`src/rtl/assert_macros.svh`:
```
// -----------------------------------------------------------------------------
// Assertion macros
// Shared concurrent assertion forms, clocked on clk_i; ASSERT_CLK is quiet in reset.
// -----------------------------------------------------------------------------
`ifndef ASSERT_MACROS_SVH
`define ASSERT_MACROS_SVH

// Implication checked at every rising edge outside reset
`define ASSERT_CLK(label, prop, msg) \
  label: assert property (@(posedge clk_i) disable iff (!rst_ni) (prop)) \
    else $error(msg);

// Property that must hold at every edge, reset included
`define ASSERT_ALWAYS(label, prop, msg) \
  label: assert property (@(posedge clk_i) (prop)) else $error(msg);

`endif

```
`src/rtl/modexp_pkg.sv`:
```
// -----------------------------------------------------------------------------
// Modular exponentiation package
// Default width, FSM state type and controller/datapath command and status.
// -----------------------------------------------------------------------------
`default_nettype none

package modexp_pkg;

  // Default operand width
  localparam int unsigned DefaultWidth = 32;

  // Controller states
  typedef enum logic [3:0] {
    ST_IDLE,
    ST_CHECK,
    ST_REDUCE,
    ST_RED_END,
    ST_MUL_LOAD,
    ST_MUL_DBL,
    ST_MUL_ADD,
    ST_MUL_END,
    ST_DONE
  } state_e;

  // Commands from controller to datapath
  typedef struct packed {
    logic load;        // capture a new input word
    logic init_red;    // clear accumulator, seed result with 1 mod m
    logic red_step;    // one shift-subtract step of base reduction
    logic base_store;  // keep the reduced base
    logic mul_load;    // set up a modular product
    logic sel_base;    // multiplier operand is the base, else the result
    logic dbl_step;    // accumulator doubling mod m
    logic add_step;    // conditional add of multiplicand mod m
    logic res_store;   // product becomes the running result
    logic exp_shift;   // move to next exponent bit
    logic set_one;     // zero exponent: result is one
    logic set_bad;     // zero modulus: result zero, flag raised
  } cmd_t;

  // Status from datapath to controller
  typedef struct packed {
    logic mod_zero;
    logic exp_zero;
    logic exp_bit;
  } status_t;

endpackage

`default_nettype wire

```
`src/rtl/modexp_dp.sv`:
```
// -----------------------------------------------------------------------------
// Modular exponentiation datapath
// Operand registers and one shared modular add unit (x + y + cin mod m).
// -----------------------------------------------------------------------------
`default_nettype none

module modexp_dp #(
  parameter int unsigned WIDTH = modexp_pkg::DefaultWidth
) (
  input  wire logic               clk_i,
  input  wire modexp_pkg::cmd_t   cmd_i,
  output modexp_pkg::status_t     status_o,
  input  wire logic [WIDTH-1:0]   base_i,
  input  wire logic [WIDTH-1:0]   exponent_i,
  input  wire logic [WIDTH-1:0]   modulus_i,
  output logic      [WIDTH-1:0]   result_o,
  output logic                    bad_modulus_o
);
  import modexp_pkg::*;

  logic [WIDTH-1:0] base_q, exp_q, mod_q, res_q, acc_q, mcand_q, mplier_q;
  logic             bad_q;

  logic [WIDTH-1:0] add_y;
  logic             add_cin;
  logic [WIDTH:0]   add_sum;
  logic [WIDTH:0]   add_red;
  logic             add_en;

  // Shared modular adder: both operands below m, so one subtract suffices
  assign add_y   = cmd_i.add_step ? mcand_q : acc_q;
  assign add_cin = cmd_i.red_step & base_q[WIDTH-1];
  assign add_sum = {1'b0, acc_q} + {1'b0, add_y} + {{WIDTH{1'b0}}, add_cin};
  assign add_red = (add_sum >= {1'b0, mod_q}) ? (add_sum - {1'b0, mod_q}) : add_sum;
  assign add_en  = cmd_i.red_step | cmd_i.dbl_step | (cmd_i.add_step & mplier_q[WIDTH-1]);

  // Operand and result registers
  always_ff @(posedge clk_i) begin
    if (cmd_i.load) begin
      base_q <= base_i;
      exp_q  <= exponent_i;
      mod_q  <= modulus_i;
      bad_q  <= 1'b0;
    end else begin
      if (cmd_i.red_step)   base_q <= {base_q[WIDTH-2:0], 1'b0};
      if (cmd_i.base_store) base_q <= acc_q;
      if (cmd_i.exp_shift)  exp_q  <= {exp_q[WIDTH-2:0], 1'b0};
      if (cmd_i.set_bad)    bad_q  <= 1'b1;
    end

    if (cmd_i.init_red || cmd_i.mul_load) begin
      acc_q <= '0;
    end else if (add_en) begin
      acc_q <= add_red[WIDTH-1:0];
    end

    if (cmd_i.mul_load) begin
      mcand_q  <= res_q;
      mplier_q <= cmd_i.sel_base ? base_q : res_q;
    end else if (cmd_i.add_step) begin
      mplier_q <= {mplier_q[WIDTH-2:0], 1'b0};
    end

    // Running result; 1 mod m is 0 only for m of one
    if (cmd_i.set_bad) begin
      res_q <= '0;
    end else if (cmd_i.set_one) begin
      res_q <= WIDTH'(1);
    end else if (cmd_i.init_red) begin
      res_q <= (mod_q == WIDTH'(1)) ? '0 : WIDTH'(1);
    end else if (cmd_i.res_store) begin
      res_q <= acc_q;
    end
  end

  assign status_o.mod_zero = (mod_q == '0);
  assign status_o.exp_zero = (exp_q == '0);
  assign status_o.exp_bit  = exp_q[WIDTH-1];

  assign result_o      = res_q;
  assign bad_modulus_o = bad_q;

endmodule

`default_nettype wire

```
`src/rtl/modexp_ctrl.sv`:
```
// -----------------------------------------------------------------------------
// Modular exponentiation controller
// Checks for a zero modulus or exponent, then sequences base reduction, then square and multiply per exponent bit.
// -----------------------------------------------------------------------------
`default_nettype none

module modexp_ctrl #(
  parameter int unsigned WIDTH = modexp_pkg::DefaultWidth
) (
  input  wire logic                clk_i,
  input  wire logic                rst_ni,
  input  wire logic                start,
  output logic                     busy,
  output logic                     valid_o,
  input  wire modexp_pkg::status_t status_i,
  output modexp_pkg::cmd_t         cmd_o
);
  import modexp_pkg::*;

  localparam int unsigned CntW = $clog2(WIDTH);
  localparam logic [CntW-1:0] CntLast = CntW'(WIDTH - 1);

  state_e          state_q, state_d;
  logic [CntW-1:0] bit_cnt_q, bit_cnt_d;   // steps within reduction or product
  logic [CntW-1:0] exp_cnt_q, exp_cnt_d;   // exponent bits left
  logic            sq_q, sq_d;             // next product is a squaring

  // State and counter registers
  always_ff @(posedge clk_i or negedge rst_ni) begin
    if (!rst_ni) begin
      state_q   <= ST_IDLE;
      bit_cnt_q <= '0;
      exp_cnt_q <= '0;
      sq_q      <= 1'b1;
    end else begin
      state_q   <= state_d;
      bit_cnt_q <= bit_cnt_d;
      exp_cnt_q <= exp_cnt_d;
      sq_q      <= sq_d;
    end
  end

  // Next state and commands
  always_comb begin
    state_d   = state_q;
    bit_cnt_d = bit_cnt_q;
    exp_cnt_d = exp_cnt_q;
    sq_d      = sq_q;
    cmd_o     = '0;
    unique case (state_q)
      ST_IDLE: begin
        if (start) begin
          cmd_o.load = 1'b1;
          state_d    = ST_CHECK;
        end
      end
      ST_CHECK: begin
        if (status_i.mod_zero) begin
          cmd_o.set_bad = 1'b1;
          state_d       = ST_DONE;
        end else if (status_i.exp_zero) begin
          cmd_o.set_one = 1'b1;
          state_d       = ST_DONE;
        end else begin
          cmd_o.init_red = 1'b1;
          bit_cnt_d      = CntLast;
          state_d        = ST_REDUCE;
        end
      end
      ST_REDUCE: begin
        cmd_o.red_step = 1'b1;
        if (bit_cnt_q == '0) begin
          state_d = ST_RED_END;
        end else begin
          bit_cnt_d = bit_cnt_q - 1'b1;
        end
      end
      ST_RED_END: begin
        cmd_o.base_store = 1'b1;
        exp_cnt_d        = CntLast;
        sq_d             = 1'b1;
        state_d          = ST_MUL_LOAD;
      end
      ST_MUL_LOAD: begin
        cmd_o.mul_load = 1'b1;
        cmd_o.sel_base = !sq_q;
        bit_cnt_d      = CntLast;
        state_d        = ST_MUL_DBL;
      end
      ST_MUL_DBL: begin
        cmd_o.dbl_step = 1'b1;
        state_d        = ST_MUL_ADD;
      end
      ST_MUL_ADD: begin
        cmd_o.add_step = 1'b1;
        if (bit_cnt_q == '0) begin
          state_d = ST_MUL_END;
        end else begin
          bit_cnt_d = bit_cnt_q - 1'b1;
          state_d   = ST_MUL_DBL;
        end
      end
      ST_MUL_END: begin
        cmd_o.res_store = 1'b1;
        // after a squaring, multiply by the base if the exponent bit is set
        if (sq_q && status_i.exp_bit) begin
          sq_d    = 1'b0;
          state_d = ST_MUL_LOAD;
        end else begin
          cmd_o.exp_shift = 1'b1;
          sq_d            = 1'b1;
          if (exp_cnt_q == '0) begin
            state_d = ST_DONE;
          end else begin
            exp_cnt_d = exp_cnt_q - 1'b1;
            state_d   = ST_MUL_LOAD;
          end
        end
      end
      ST_DONE: begin
        state_d = ST_IDLE;
      end
      default: begin
        state_d = ST_IDLE;
      end
    endcase
  end

  assign busy    = (state_q != ST_IDLE);
  assign valid_o = (state_q == ST_DONE);

endmodule

`default_nettype wire

```
`src/rtl/modular_exponentiation.sv`:
```
// -----------------------------------------------------------------------------
// Modular exponentiation
// base ^ exponent mod modulus by square-and-multiply, shift-add products.
// -----------------------------------------------------------------------------
// Channel   Direction  Handshake         Ports
// input     in         start & !busy     base_i, exponent_i, modulus_i
// result    out        valid_o strobe    result_o, bad_modulus_o
//
// One word at a time. Zero modulus or zero exponent goes straight to the
// strobe. Otherwise base reduction, then one product per squaring and per
// set exponent bit, then the strobe cycle, all on the one shared modular adder.
// busy stays high until the strobe cycle ends; the result is shown for one
// cycle and cannot be held off. Reset clears the controller only.
// -----------------------------------------------------------------------------
`default_nettype none
`include "assert_macros.svh"

module modular_exponentiation #(
  parameter int unsigned WIDTH = modexp_pkg::DefaultWidth
) (
  input  wire logic             clk_i,
  input  wire logic             rst_ni,
  input  wire logic             start,
  output logic                  busy,
  input  wire logic [WIDTH-1:0] base_i,
  input  wire logic [WIDTH-1:0] exponent_i,
  input  wire logic [WIDTH-1:0] modulus_i,
  output logic                  valid_o,
  output logic      [WIDTH-1:0] result_o,
  output logic                  bad_modulus_o
);
  import modexp_pkg::*;

  cmd_t    cmd;
  status_t status;

  // Sequencer
  modexp_ctrl #(
    .WIDTH (WIDTH)
  ) u_ctrl (
    .clk_i    (clk_i),
    .rst_ni   (rst_ni),
    .start    (start),
    .busy     (busy),
    .valid_o  (valid_o),
    .status_i (status),
    .cmd_o    (cmd)
  );

  // Operands and modular adder
  modexp_dp #(
    .WIDTH (WIDTH)
  ) u_dp (
    .clk_i         (clk_i),
    .cmd_i         (cmd),
    .status_o      (status),
    .base_i        (base_i),
    .exponent_i    (exponent_i),
    .modulus_i     (modulus_i),
    .result_o      (result_o),
    .bad_modulus_o (bad_modulus_o)
  );

  // Checks
  `ASSERT_CLK(a_accept_busy, start && !busy |=> busy, "accepted word did not raise busy")
  `ASSERT_CLK(a_strobe_single, valid_o |=> !valid_o, "result strobe longer than one cycle")
  `ASSERT_CLK(a_strobe_ends, valid_o |=> !busy, "busy still high after result strobe")
  `ASSERT_CLK(a_bad_zero, valid_o && bad_modulus_o |-> result_o == '0, "bad result not zero")

endmodule

`default_nettype wire

```
`config.mk`:
```
export PLATFORM = sky130hd
export DESIGN_NAME = modular_exponentiation
export DESIGN_NICKNAME = d
export VERILOG_FILES = /design/src/rtl/modexp_pkg.sv /design/src/rtl/modexp_dp.sv /design/src/rtl/modexp_ctrl.sv /design/src/rtl/modular_exponentiation.sv
export VERILOG_INCLUDE_DIRS = /design/src /design/src/rtl
export SDC_FILE = /design/constraint.sdc
export NUM_CORES = 1
export LEC_CHECK = 0
export BUFFER_PORTS_ARGS = -buffer_cell sky130_fd_sc_hd__buf_2
export CELL_PAD_IN_SITES_DETAIL_PLACEMENT = 1
export CELL_PAD_IN_SITES_GLOBAL_PLACEMENT = 2
export CORE_MARGIN = 2
export CORE_UTILIZATION = 39
export DETAILED_ROUTE_END_ITERATION = 8
export HOLD_SLACK_MARGIN = 0.02
export PLACE_DENSITY_LB_ADDON = 0.15
export SLEW_MARGIN = 20
export SYNTH_ARGS = -nofsm -noshare
export SYNTH_HDL_FRONTEND = slang
export SYNTH_HIERARCHICAL = 1
export SYNTH_SLANG_ARGS = --single-unit
```
`constraint.sdc`:
```
create_clock -name clk_i -period 7.15 [get_ports clk_i]
set_clock_uncertainty 0.1 [all_clocks]
set_input_delay 0.3575 -clock clk_i [delete_from_list [all_inputs] [get_ports clk_i]]
set_output_delay 0.3575 -clock clk_i [all_outputs]
set_load 0.05 [all_outputs]
```
# Word level (Yosys, flattened, before mapping)
# Index checks and enable logic that the tools add are counted.
dict set report word_totals {
  register_bits 240
  output_inout_bits 35
  wordCells 106
}
dict set report op_classes {
  n_lt_le_gt_ge 1
  addsub 5
  bitwise 4
  n_eq_ne 16
  n_mux 46
  reduce_logical 21
}
# op count
set ops {}
lappend ops {{32-bit two-way mux} 12}
lappend ops {{32-bit logical NOT} 2}
lappend ops {{32-bit by 32-bit adder with 33-bit output} 1}
lappend ops {{33-bit by 1-bit adder with 33-bit output} 1}
lappend ops {{33-bit by 32-bit >= comparator with 1-bit output} 1}
lappend ops {{32-bit by 1-bit == test with 1-bit output (second input constant)} 1}
lappend ops {{4-bit one-hot mux with 8 select lines} 1}
lappend ops {{32-bit subtractor} 1}
lappend ops {{5-bit two-way mux} 5}
lappend ops {{4-bit two-way mux} 6}
lappend ops {{4-bit by 3-bit == test with 1-bit output (second input constant)} 4}
lappend ops {{1-bit two-way mux} 15}
lappend ops {{5-bit one-hot mux with 3 select lines} 1}
lappend ops {{2-bit inequality test (second input constant)} 6}
lappend ops {{5-bit logical NOT} 2}
lappend ops {{5-bit one-hot mux with 2 select lines} 1}
lappend ops {{5-bit by 1-bit subtractor with 5-bit output (second input constant)} 2}
lappend ops {{3-bit nonzero test} 3}
lappend ops {{4-bit by 2-bit == test with 1-bit output (second input constant)} 2}
lappend ops {{2-bit two-way mux} 4}
lappend ops {{2-bit nonzero test} 4}
lappend ops {{4-bit by 1-bit == test with 1-bit output (second input constant)} 1}
lappend ops {{4-bit == test (second input constant)} 1}
lappend ops {{4-bit logical NOT} 1}
lappend ops {{12 further kinds} 15}

# Depth between registers and ports, before layout
# Gate-level depths: netlist of run 1.
dict set report logic_depth {
  depth_word 7
  depth_mapped 28
  ltp_nobuf 23
}

# Cells and area by module
# The synthesis of run 1 kept the hierarchy.
# module cells_per_inst instances area_each_um2 seq_area_each_um2
set by_module_without_submodules {}
lappend by_module_without_submodules {modexp_dp 1348 1 13679.4 6105.9}
lappend by_module_without_submodules {modexp_ctrl 110 1 969.7 376.6}

# Worst setup path after synthesis of run 1
# OpenSTA, ideal clock, no wires.
dict set report synth_timing {
  kind {reg-to-reg}
  start {reg u_ctrl.state_q[3]}
  end {reg u_dp.acc_q[14]}
  setup_time_ns 0.091
  arrival_ns 6.028
  stages_incl_launch_ff 27
  path_slack_ns 0.931
  period_less_slack_ns 6.219
  path_cell_list {dfrtp_1 > clkbuf_1 > nor3b_1 > and2_1 > clkbuf_1 > clkbuf_1 > mux2i_1 > fa_1 > fa_1 > nand2b_1 > a21oi_1 > o211ai_1 > a21o_1 > a2111oi_0 > o21ai_0 > and2_1 > ha_1 > nand3_1 > nor4_1 > a32oi_1 > and4_1 > and4_1 > buf_2 > nand2_4 > buf_4 > nand2_1 > a311oi_1}
}
# item line
set synth_lines {}
lappend synth_lines {{start: declaration} modexp_ctrl.sv:23} ;# state_e state_q, state_d;
lappend synth_lines {{start signal: assignment} modexp_ctrl.sv:36} ;# state_q <= state_d;
lappend synth_lines {{end signal: assignment} modexp_dp.sv:54} ;# acc_q <= add_red[WIDTH-1:0];
lappend synth_lines {{end: declaration} modexp_dp.sv:21} ;# logic [WIDTH-1:0] base_q, exp_q, mod_q, res_q, acc_q, mcand_q, mplier_q;

==> results.sh, run 1 <==
export IMPL_status="finished, final reports clean"
export IMPL_critPathCapture="u_dp/acc_q[9]$_SDFFE_PP0P_"
export IMPL_grt_pass1_vias=12442
export IMPL_syn_num_nets=1625
export IMPL_cp_required_ns=7.53
export IMPL_cp_startpoint="u_ctrl/state_q[0]$_DFFE_PN0P_"
export IMPL_yosysWarningCount=6
export IMPL_syn_area_per_cell_sq_um=10.0
export IMPL_rr_worst_depth=26
export IMPL_drt_wl_total_microns=45800
export IMPL_reg2reg_setup_slack_ns=0.45
export IMPL_synth_top_flop_cell="edfxtp_1"
export IMPL_synthesis_instances=1458
export IMPL_postLayoutCellArea_sq_um=17600
export IMPL_root_buffer="clkbuf_16"
export IMPL_fin_crit_sh_pct=93.7
export IMPL_yosysMostFrequentCell="edfxtp_1"
export IMPL_hold_class="in2reg"
export IMPL_avgViaCountPerCell=5.57
export IMPL_die_y_microns=198
export IMPL_crit_arrival_ns=7.08
export IMPL_rsz0062_at_grt="false"
export IMPL_fin_nets=1830
export IMPL_drt_pre_antenna_iters=5
export IMPL_setup_ws_ns=0.453
export IMPL_synth_edf_count=160
export IMPL_drt_iter0_markers=529
export IMPL_post_place_ws_ns=0.370
export IMPL_cap_violations=0
export IMPL_crit_type="reg2reg"
export IMPL_num_vias=12001
export IMPL_htreeDepth=1
export IMPL_place_area_sq_um=15700
export IMPL_dp_cells=2000
export IMPL_crit_top_cell="buf_4"
export IMPL_dpl_hpwl_microns=33500
export IMPL_yosys_area_top_type_share_pct=32.8
export IMPL_start_kind="register"
export IMPL_fmax_ghz=0.149
export IMPL_antenna_cells=0
export IMPL_routedWlPerCell_microns=21.2
export IMPL_worst_pin_slew_ns=0.917
export IMPL_synth_cell_types=95
export IMPL_portBuffers=133
export IMPL_track_usage_pct=23.2
export IMPL_synthToLayoutAreaGrowth_pct=20.4
export IMPL_cts_buffers=30
export IMPL_coreArea_sq_um=36800
export IMPL_synth_top_area_cell="edfxtp_1"
export IMPL_r2r_start="u_ctrl/state_q[0]$_DFFE_PN0P_"
export IMPL_fin_crit_ns=6.70
export IMPL_ios=134
export IMPL_synthTopCellsByArea="edfxtp_1 (33%), dfxtp_1 (8.9%), mux2i_1 (7.0%), ha_1 (5.6%), mux2_2 (4.8%)"
export IMPL_route_detailed_drc=0
export IMPL_clk_latency_ns=0.58
export IMPL_grt_pass1_wl_microns=70500
export IMPL_antenna_found_initial=0
export IMPL_yosysSeqAreaShare_pct=44.3
export IMPL_grt_overflow=0
export IMPL_synthArstFlopShare_pct=6.25
export IMPL_final_cells=2155
export IMPL_ys_ff_latch=240
export IMPL_gp_congestion=0.846
export IMPL_clkTransAtPathRegs_ns=0.06
export IMPL_synth_area_sq_um=14600
export IMPL_rows=70
export IMPL_multiInputGateArea_sq_um=7560
export IMPL_final_layout_size_suffix_gt1_share_pct=18.2
export IMPL_fillers=4137
export IMPL_cts_buffer_depth=3
export IMPL_initial_utilization_pct=39.8
export IMPL_dieWidth_microns=198
export IMPL_hold_path_startpoint="base_i[30]"
export IMPL_worst_setup_path_end_kind="register"
export IMPL_seqCellArea_sq_um=6480
export IMPL_slew_headroom_pct=38.9
export IMPL_path_max_fanout=35
export IMPL_synthTopCellsByCount="edfxtp_1 (160), nor2_1 (132), nand2_1 (126)"
export IMPL_die_area_sq_um=39100
export IMPL_slowest_delay_ns=0.55
export IMPL_setup_violations=0
export IMPL_grt_max_degree=69
export IMPL_hold_viol_final=0
export IMPL_cts_tree="done"
export IMPL_ant_nets=0
export IMPL_drv_slew=0
export IMPL_critical_path_slowest_cell="dfrtp_1"
export IMPL_cts_sinks=240
export IMPL_r2r_end="u_dp/acc_q[9]$_SDFFE_PP0P_"
export IMPL_fin_tns_setup_ns=0
through the flow:
| step | hold slack [ns] | util, % |
|---|---|---|
| 3_3_place_gp | 0.194 | 42.6 |
| 4_1_cts | 0.0264 | 47.8 |
| 2_1_floorplan | -0.0381 | - |
| 5_1_grt | 0.0539 | 48.0 |
| 6_report | 0.0341 | 48.0 |
| 3_5_place_dp | 0.195 | 42.6 |
critical path, delay by kind of cell, from the launching register on:
kind                       cells  cell delay [ns]
AOI/OAI and AO/OA              7             1.70
xor gates and xnor gates       1             0.20
adders and majority gates      2             0.73
buffers and inverters          6             1.04
DFF                            1             0.55
muxes                          1             0.37
and+or+nand+nor                9             1.86
logic make-up after synthesis:
kind of cell / synth area share [%]
adder cells (fa/ha/maj): 5.96
AND/OR/NAND/NOR: 14.8
AO/OA/AOI/OAI: 16.3
XOR/XNOR: 2.57
flip-flops: 44.3
multiplexers: 11.7
buffers and inverters: 4.38
registers in the layout, summed over array words and instances (netlist names):
name / flops
u_dp/acc_q: 32
u_dp/base_q: 32
u_dp/exp_q: 32
u_dp/mcand_q: 32
u_dp/mod_q: 32
u_dp/mplier_q: 32
u_dp/result_o: 32
u_ctrl/bit_cnt_q: 5
u_ctrl/exp_cnt_q: 5
u_ctrl/state_q: 4
u_ctrl/sq_q: 1
u_dp/bad_modulus_o: 1
worst min path at each step:
| stage | end | slack (ns) | cells after the start |
|---|---|---|---|
| global route | u_dp/base_q[30]$_DFFE_PP_ | 0.05 | 3 |
| finish | u_dp/base_q[30]$_DFFE_PP_ | 0.03 | 3 |
| detailed placement | u_ctrl/exp_cnt_q[0]$_DFFE_PN0P_ | 0.20 | 1 |
| CTS | u_dp/base_q[30]$_DFFE_PP_ | 0.03 | 3 |
| global placement | u_ctrl/exp_cnt_q[0]$_DFFE_PN0P_ | 0.19 | 1 |
| floorplan | u_ctrl/bit_cnt_q[0]$_DFFE_PN0P_ | -0.04 | 0 |
cell usage in the layout (no fill, tap or decap), types with 6 or more instances in the layout:
cell	n
a211oi_1	13
a21o_1	26
a21oi_1	107
a311oi_1	10
a31oi_1	17
and2_1	15
and3_1	20
buf_2	133
buf_4	22
clkbuf_16	30
clkinv_1	6
clkinv_2	7
dfrtp_1	14
dfxtp_1	65
dlygate4sd3_1	96
edfxtp_1	160
ha_1	65
inv_1	55
mux2_2	62
mux2i_1	102
nand2_1	126
nand2b_1	8
nand3_1	37
nand4_1	17
nor2_1	132
nor2b_1	9
nor3_1	24
nor4_1	20
o211ai_1	6
o21a_1	11
o21ai_0	89
or3_1	13
xnor2_1	29
xor2_1	14
area by class of cell:
cell class / count / area share [%]
Clock buffer: 34 / 4.40
Clock inverter: 22 / 1.08
Inverter: 57 / 1.21
Multi-Input combinational cell: 1081 / 42.9
Sequential cell: 240 / 36.7
Tap cell: 468 / 3.32
Timing Repair Buffer: 253 / 10.4
metal layers:
layer	global-route usage (%)	wire length, microns	vias to the layer above
li1	-	-	5820
met1	29.1	19800	5938
met2	42.7	23500	182
met3	2.66	1450	61
met4	4.85	919	0
met5	0	0	-
what timing repair did:
| action | CTS | global route |
|---|---|---|
| hold buffers | 96 | 0 |
| buffers inserted | 0 | 3 |
| setup endpoints to repair | 0 | 25 |
| gates resized for setup | 0 | 2 |
| hold endpoints to repair | 110 | 0 |
Power of run 1 is not shown: default switching activity piles up to over one toggle a cycle in this logic, so the estimate is an artifact.
==> run 2: changes to the inputs <==
- RECOVER_POWER: not set -> 100
==> results.sh, run 2 (synthesized netlist as in run 1, its figures left out) <==
export IMPL_status="complete, but fails checks"
export IMPL_violations="capacitance limit, slew limit"
export IMPL_start_kind="register"
export IMPL_rows=70
export IMPL_drt_pre_antenna_iters=5
export IMPL_grt_max_degree=69
export IMPL_portBuffers=133
export IMPL_cp_required_ns=7.53
export IMPL_synthToLayoutAreaGrowth_pct=19.6
export IMPL_grt_pass1_wl_microns=70500
export IMPL_cts_sinks=240
export IMPL_clk_latency_ns=0.58
export IMPL_cts_buffers=30
export IMPL_gp_congestion=0.846
export IMPL_final_layout_size_suffix_gt1_share_pct=15.2
export IMPL_route_detailed_drc=0
export IMPL_final_common_cell="edfxtp_1"
export IMPL_grt_pass1_vias=12442
export IMPL_path_max_fanout=35
export IMPL_fin_crit_ns=6.69
export IMPL_worst_pin_slew_ns=3.11
export IMPL_fin_tns_setup_ns=0
export IMPL_antenna_found_initial=0
export IMPL_cts_buffer_depth=3
export IMPL_initial_utilization_pct=39.8
export IMPL_crit_type="reg2reg"
export IMPL_ios=134
export IMPL_dieWidth_microns=198
export IMPL_avgViaCountPerCell=5.59
export IMPL_reg2reg_setup_slack_ns=0.46
export IMPL_htreeDepth=1
export IMPL_drv_slew=375
export IMPL_dpl_hpwl_microns=33500
export IMPL_routedWlPerCell_microns=21.3
export IMPL_fin_crit_sh_pct=93.6
export IMPL_antenna_cells=0
export IMPL_rsz0062_at_grt="false"
export IMPL_hold_viol_final=0
export IMPL_root_buffer="clkbuf_16"
export IMPL_coreArea_sq_um=36800
export IMPL_fmax_ghz=0.149
export IMPL_clkTransAtPathRegs_ns=0.06
export IMPL_worst_setup_path_end_kind="register"
export IMPL_hold_class="in2reg"
export IMPL_cap_violations=9
export IMPL_cts_tree="done"
export IMPL_drt_iter0_markers=508
export IMPL_drt_wl_total_microns=45800
export IMPL_die_area_sq_um=39100
export IMPL_die_y_microns=198
export IMPL_track_usage_pct=23.2
export IMPL_crit_arrival_ns=7.07
export IMPL_grt_overflow=0
export IMPL_slew_headroom_pct=-108
export IMPL_fin_nets=1830
export IMPL_final_cell_mix="edfxtp_1 (160), nor2_1 (132), nand2_1 (126)"
export IMPL_setup_violations=0
export IMPL_ant_nets=0
export IMPL_num_vias=12050
[run 2: changes by cell type in the layout (fill, tap and decap cells not counted), sizes merged]
cell / change
clkbuf: +43
buf: -43
[run 2: worst max-delay path, stage by stage (launching register included)]
cell and delay, ns:
dfrtp_1 0.54, nor3b_1 0.26, buf_4 0.16, and2_1 0.22, buf_12 0.23, mux2_2 0.37
ha_1 0.36, and2_1 0.17, o2111a_2 0.24, a31oi_2 0.27, a2111oi_4 0.15, o41ai_4 0.54
buf_12 0.17, clkbuf_1 0.14, o41ai_4 0.07, xnor2_1 0.25, inv_1 0.08, ha_1 0.35
nand3_1 0.15, nor4_1 0.07, a32oi_1 0.20, and4_1 0.25, nand4_1 0.18, nor2_4 0.38
buf_4 0.26, nand2_1 0.07, a311oi_1 0.30
[run 2: cell type report]
class | count | area, sq um
Tap cell | 468 | 586
Multi-Input combinational cell | 1081 | 7510
Clock inverter | 22 | 190
Clock buffer | 34 | 776
Inverter | 57 | 214
Timing Repair Buffer | 253 | 1760
Fill cell | 4159 | 19300
Sequential cell | 240 | 6480
[run 2: per-layer routing]
layer	GRT usage (%)	routed length, microns
met4	4.85	918
met3	2.66	1460
met5	0	0
met2	42.7	23500
met1	29.1	19900
[run 2: through the flow]
| step | setup WS [ns] | area (sq um) | hold WS (ns) | util, % | std cells |
|---|---|---|---|---|---|
| floorplan | 0.931 | 14600 | -0.0381 | - | 1458 |
| global placement | 0.481 | 15700 | 0.194 | 42.6 | 2000 |
| detailed placement | 0.370 | 15700 | 0.195 | 42.6 | 2000 |
| CTS | 0.288 | 17600 | 0.0264 | 47.8 | 2152 |
| global route | 0.00864 | 17500 | 0.0539 | 47.6 | 2155 |
| finish | 0.457 | 17500 | 0.0344 | 47.6 | 2155 |
[run 2: path summary, 6_finish.rpt]
check                      cells after the start                       startpoint                         endpoint
min reg2reg                                    2  u_dp/bad_modulus_o$_SDFFE_PP0P_  u_dp/bad_modulus_o$_SDFFE_PP0P_
max in group asynchronous                      2                           rst_ni  u_ctrl/bit_cnt_q[3]$_DFFE_PN0P_
max                                           26    u_ctrl/state_q[0]$_DFFE_PN0P_       u_dp/acc_q[8]$_SDFFE_PP0P_
max reg2reg                                   26    u_ctrl/state_q[0]$_DFFE_PN0P_       u_dp/acc_q[8]$_SDFFE_PP0P_
min in group asynchronous                      2                           rst_ni  u_ctrl/exp_cnt_q[1]$_DFFE_PN0P_
min                                            3                       base_i[30]        u_dp/base_q[30]$_DFFE_PP_
[run 2: timing repair]
item | in CTS | in global routing
hold buffers | 96 | 0
setup buffers | 0 | 3
resized for setup | 0 | 2
endpoints found under the hold margin | 110 | 0
setup endpoints to repair | 0 | 25
Power of run 2 is left out for the same reason.
==> run 3: changes to the inputs <==
- clock period: 7.15 -> 7.24 ns (I/O delays scaled with it)
==> results.sh, run 3 (synthesized netlist as in run 1, its figures left out) <==
export IMPL_fmax_ghz=0.154
export IMPL_worst_pin_slew_ns=4.28
export IMPL_cts_buffers=30
export IMPL_postLayoutCellArea_sq_um=17500
export IMPL_place_area_sq_um=15700
export IMPL_final_common_cell="edfxtp_1"
export IMPL_hold_viol_final=0
export IMPL_grt_max_degree=92
export IMPL_start_kind="register"
export IMPL_final_layout_size_suffix_gt1_share_pct=15.0
export IMPL_dpl_hpwl_microns=33400
export IMPL_clk_latency_ns=0.59
export IMPL_crit_arrival_ns=6.89
export IMPL_fin_crit_ns=6.51
export IMPL_status="complete, but fails checks"
export IMPL_grt_overflow=0
export IMPL_clkTransAtPathRegs_ns=0.06
export IMPL_cts_buffer_depth=3
export IMPL_routedWlPerCell_microns=21.4
export IMPL_cap_violations=8
export IMPL_setup_violations=0
export IMPL_drt_pre_antenna_iters=4
export IMPL_portBuffers=133
export IMPL_path_max_fanout=26
export IMPL_drt_wl_total_microns=46200
export IMPL_num_vias=12095
export IMPL_fin_crit_sh_pct=89.9
export IMPL_crit_chain="nor3b_2 -> and2_0 -> buf_4 -> buf_4 -> mux2_2 -> ha_1 -> a21o_1 -> a221o_1 -> a21o_1 -> nor2b_4 -> a211oi_2 -> o41ai_4 -> xnor2_1 -> inv_1 -> ha_1 -> nand3_1 -> nor4_1 -> a32oi_1 -> and4_1 -> and4_1 -> nand2_4 -> nand2_1 -> a311oi_1"
export IMPL_cts_sinks=240
export IMPL_antenna_found_initial=1
export IMPL_cts_tree="done"
export IMPL_drv_slew=366
export IMPL_final_cell_mix="edfxtp_1 (160), nor2_1 (132), nand2_1 (126)"
export IMPL_cp_required_ns=7.62
export IMPL_slowest_delay_ns=0.39
export IMPL_rows=70
export IMPL_die_area_sq_um=39100
export IMPL_route_detailed_drc=0
export IMPL_violations="capacitance limit, slew limit"
export IMPL_ios=134
export IMPL_rsz0062_at_grt="false"
export IMPL_initial_utilization_pct=39.8
export IMPL_grt_pass1_wl_microns=70900
export IMPL_cp_top_family="simple AND/OR/NAND/NOR gates"
export IMPL_dp_cells=2005
export IMPL_root_buffer="clkbuf_16"
export IMPL_htreeDepth=1
export IMPL_dieWidth_microns=198
export IMPL_fillers=4175
export IMPL_cp_num_buf_inv=3
export IMPL_die_y_microns=198
export IMPL_track_usage_pct=23.4
export IMPL_crit_type="reg2reg"
export IMPL_grt_pass1_vias=12306
export IMPL_drt_iter0_markers=634
export IMPL_ant_nets=0
export IMPL_synthToLayoutAreaGrowth_pct=19.7
export IMPL_final_cells=2159
export IMPL_avgViaCountPerCell=5.60
export IMPL_fin_tns_setup_ns=0
export IMPL_hold_class="in2reg"
export IMPL_critical_path_slowest_cell="dfrtp_1"
export IMPL_worst_setup_path_end_kind="register"
export IMPL_coreArea_sq_um=36800
export IMPL_gp_congestion=0.844
export IMPL_fin_nets=1833
export IMPL_slew_headroom_pct=-185
## run 3: changes by cell type in the layout (fill, tap and decap cells not counted), sizes merged
cell | previous run | this run
buf | 114 | 118
clkbuf | 77 | 83
inv | 55 | 56
clkinv | 17 | 10
dlygate4sd3 | 96 | 95
diode | 0 | 1
clkinvlp | 5 | 4
bufinv | 2 | 3
## run 3: worst paths after layout
kind | start | to | slack, ns | cells after the start
setup reg to reg | u_ctrl/state_q[0]$_DFFE_PN0P_ | u_dp/acc_q[6]$_SDFFE_PP0P_ | 0.73 | 23
max in group asynchronous | rst_ni | u_ctrl/state_q[3]$_DFFE_PN0P_ | 6.19 | 2
hold reg to reg | u_dp/bad_modulus_o$_SDFFE_PP0P_ | u_dp/bad_modulus_o$_SDFFE_PP0P_ | 0.39 | 2
setup / recovery | u_ctrl/state_q[0]$_DFFE_PN0P_ | u_dp/acc_q[6]$_SDFFE_PP0P_ | 0.73 | 23
hold / removal | base_i[29] | u_dp/base_q[29]$_DFFE_PP_ | 0.04 | 3
min in group asynchronous | rst_ni | u_ctrl/exp_cnt_q[0]$_DFFE_PN0P_ | 0.32 | 2
## run 3: metrics by stage
stage / utilization, % / hold WS (ns) / setup WS (ns)
after floorplan: - / -0.0336 / 1.02
after global placement: 42.6 / 0.189 / 0.841
after detailed placement: 42.6 / 0.193 / 0.597
after CTS: 47.9 / 0.0206 / 0.533
after global routing: 47.7 / 0.0506 / 0.149
final: 47.7 / 0.0379 / 0.730
## run 3: worst register-to-register path, delay by kind of cell, from the launching register on
kind	cells	cell delay, ns
flip-flops	1	0.39
buffers and inverters	3	0.68
multiplexers	1	0.38
AO/OA/AOI/OAI	7	1.71
XOR/XNOR	1	0.29
adder cells (fa/ha/maj)	2	0.75
AND/OR/NAND/NOR	9	2.13
## run 3: layout make-up
| class | count | area, sq um | area share [%] |
|---|---|---|---|
| clock buffer | 40 | 788 | 4.49 |
| antenna | 1 | 2.50 | 0.0143 |
| tap | 468 | 586 | 3.34 |
| clock inverter | 16 | 194 | 1.11 |
| multi-input combinational | 1081 | 7520 | 42.9 |
| inverter | 57 | 214 | 1.22 |
| timing repair buffer | 256 | 1760 | 10.0 |
| sequential | 240 | 6480 | 37.0 |
## run 3: timing repair
action	CTS	global route
hold buffers	95	0
resized for setup	0	1
setup endpoints to repair	0	4
buffers inserted	0	2
endpoints found under the hold margin	109	0
## run 3: metal layers
metal,vias up,share of wire (%),global-route usage [%]
met4,0,2.7,6.27
met3,73,3.2,2.76
met1,5991,44,30.0
met5,-,0,0
li1,5823,-,-
met2,208,50,41.5
Power of run 3 is left out for the same reason.
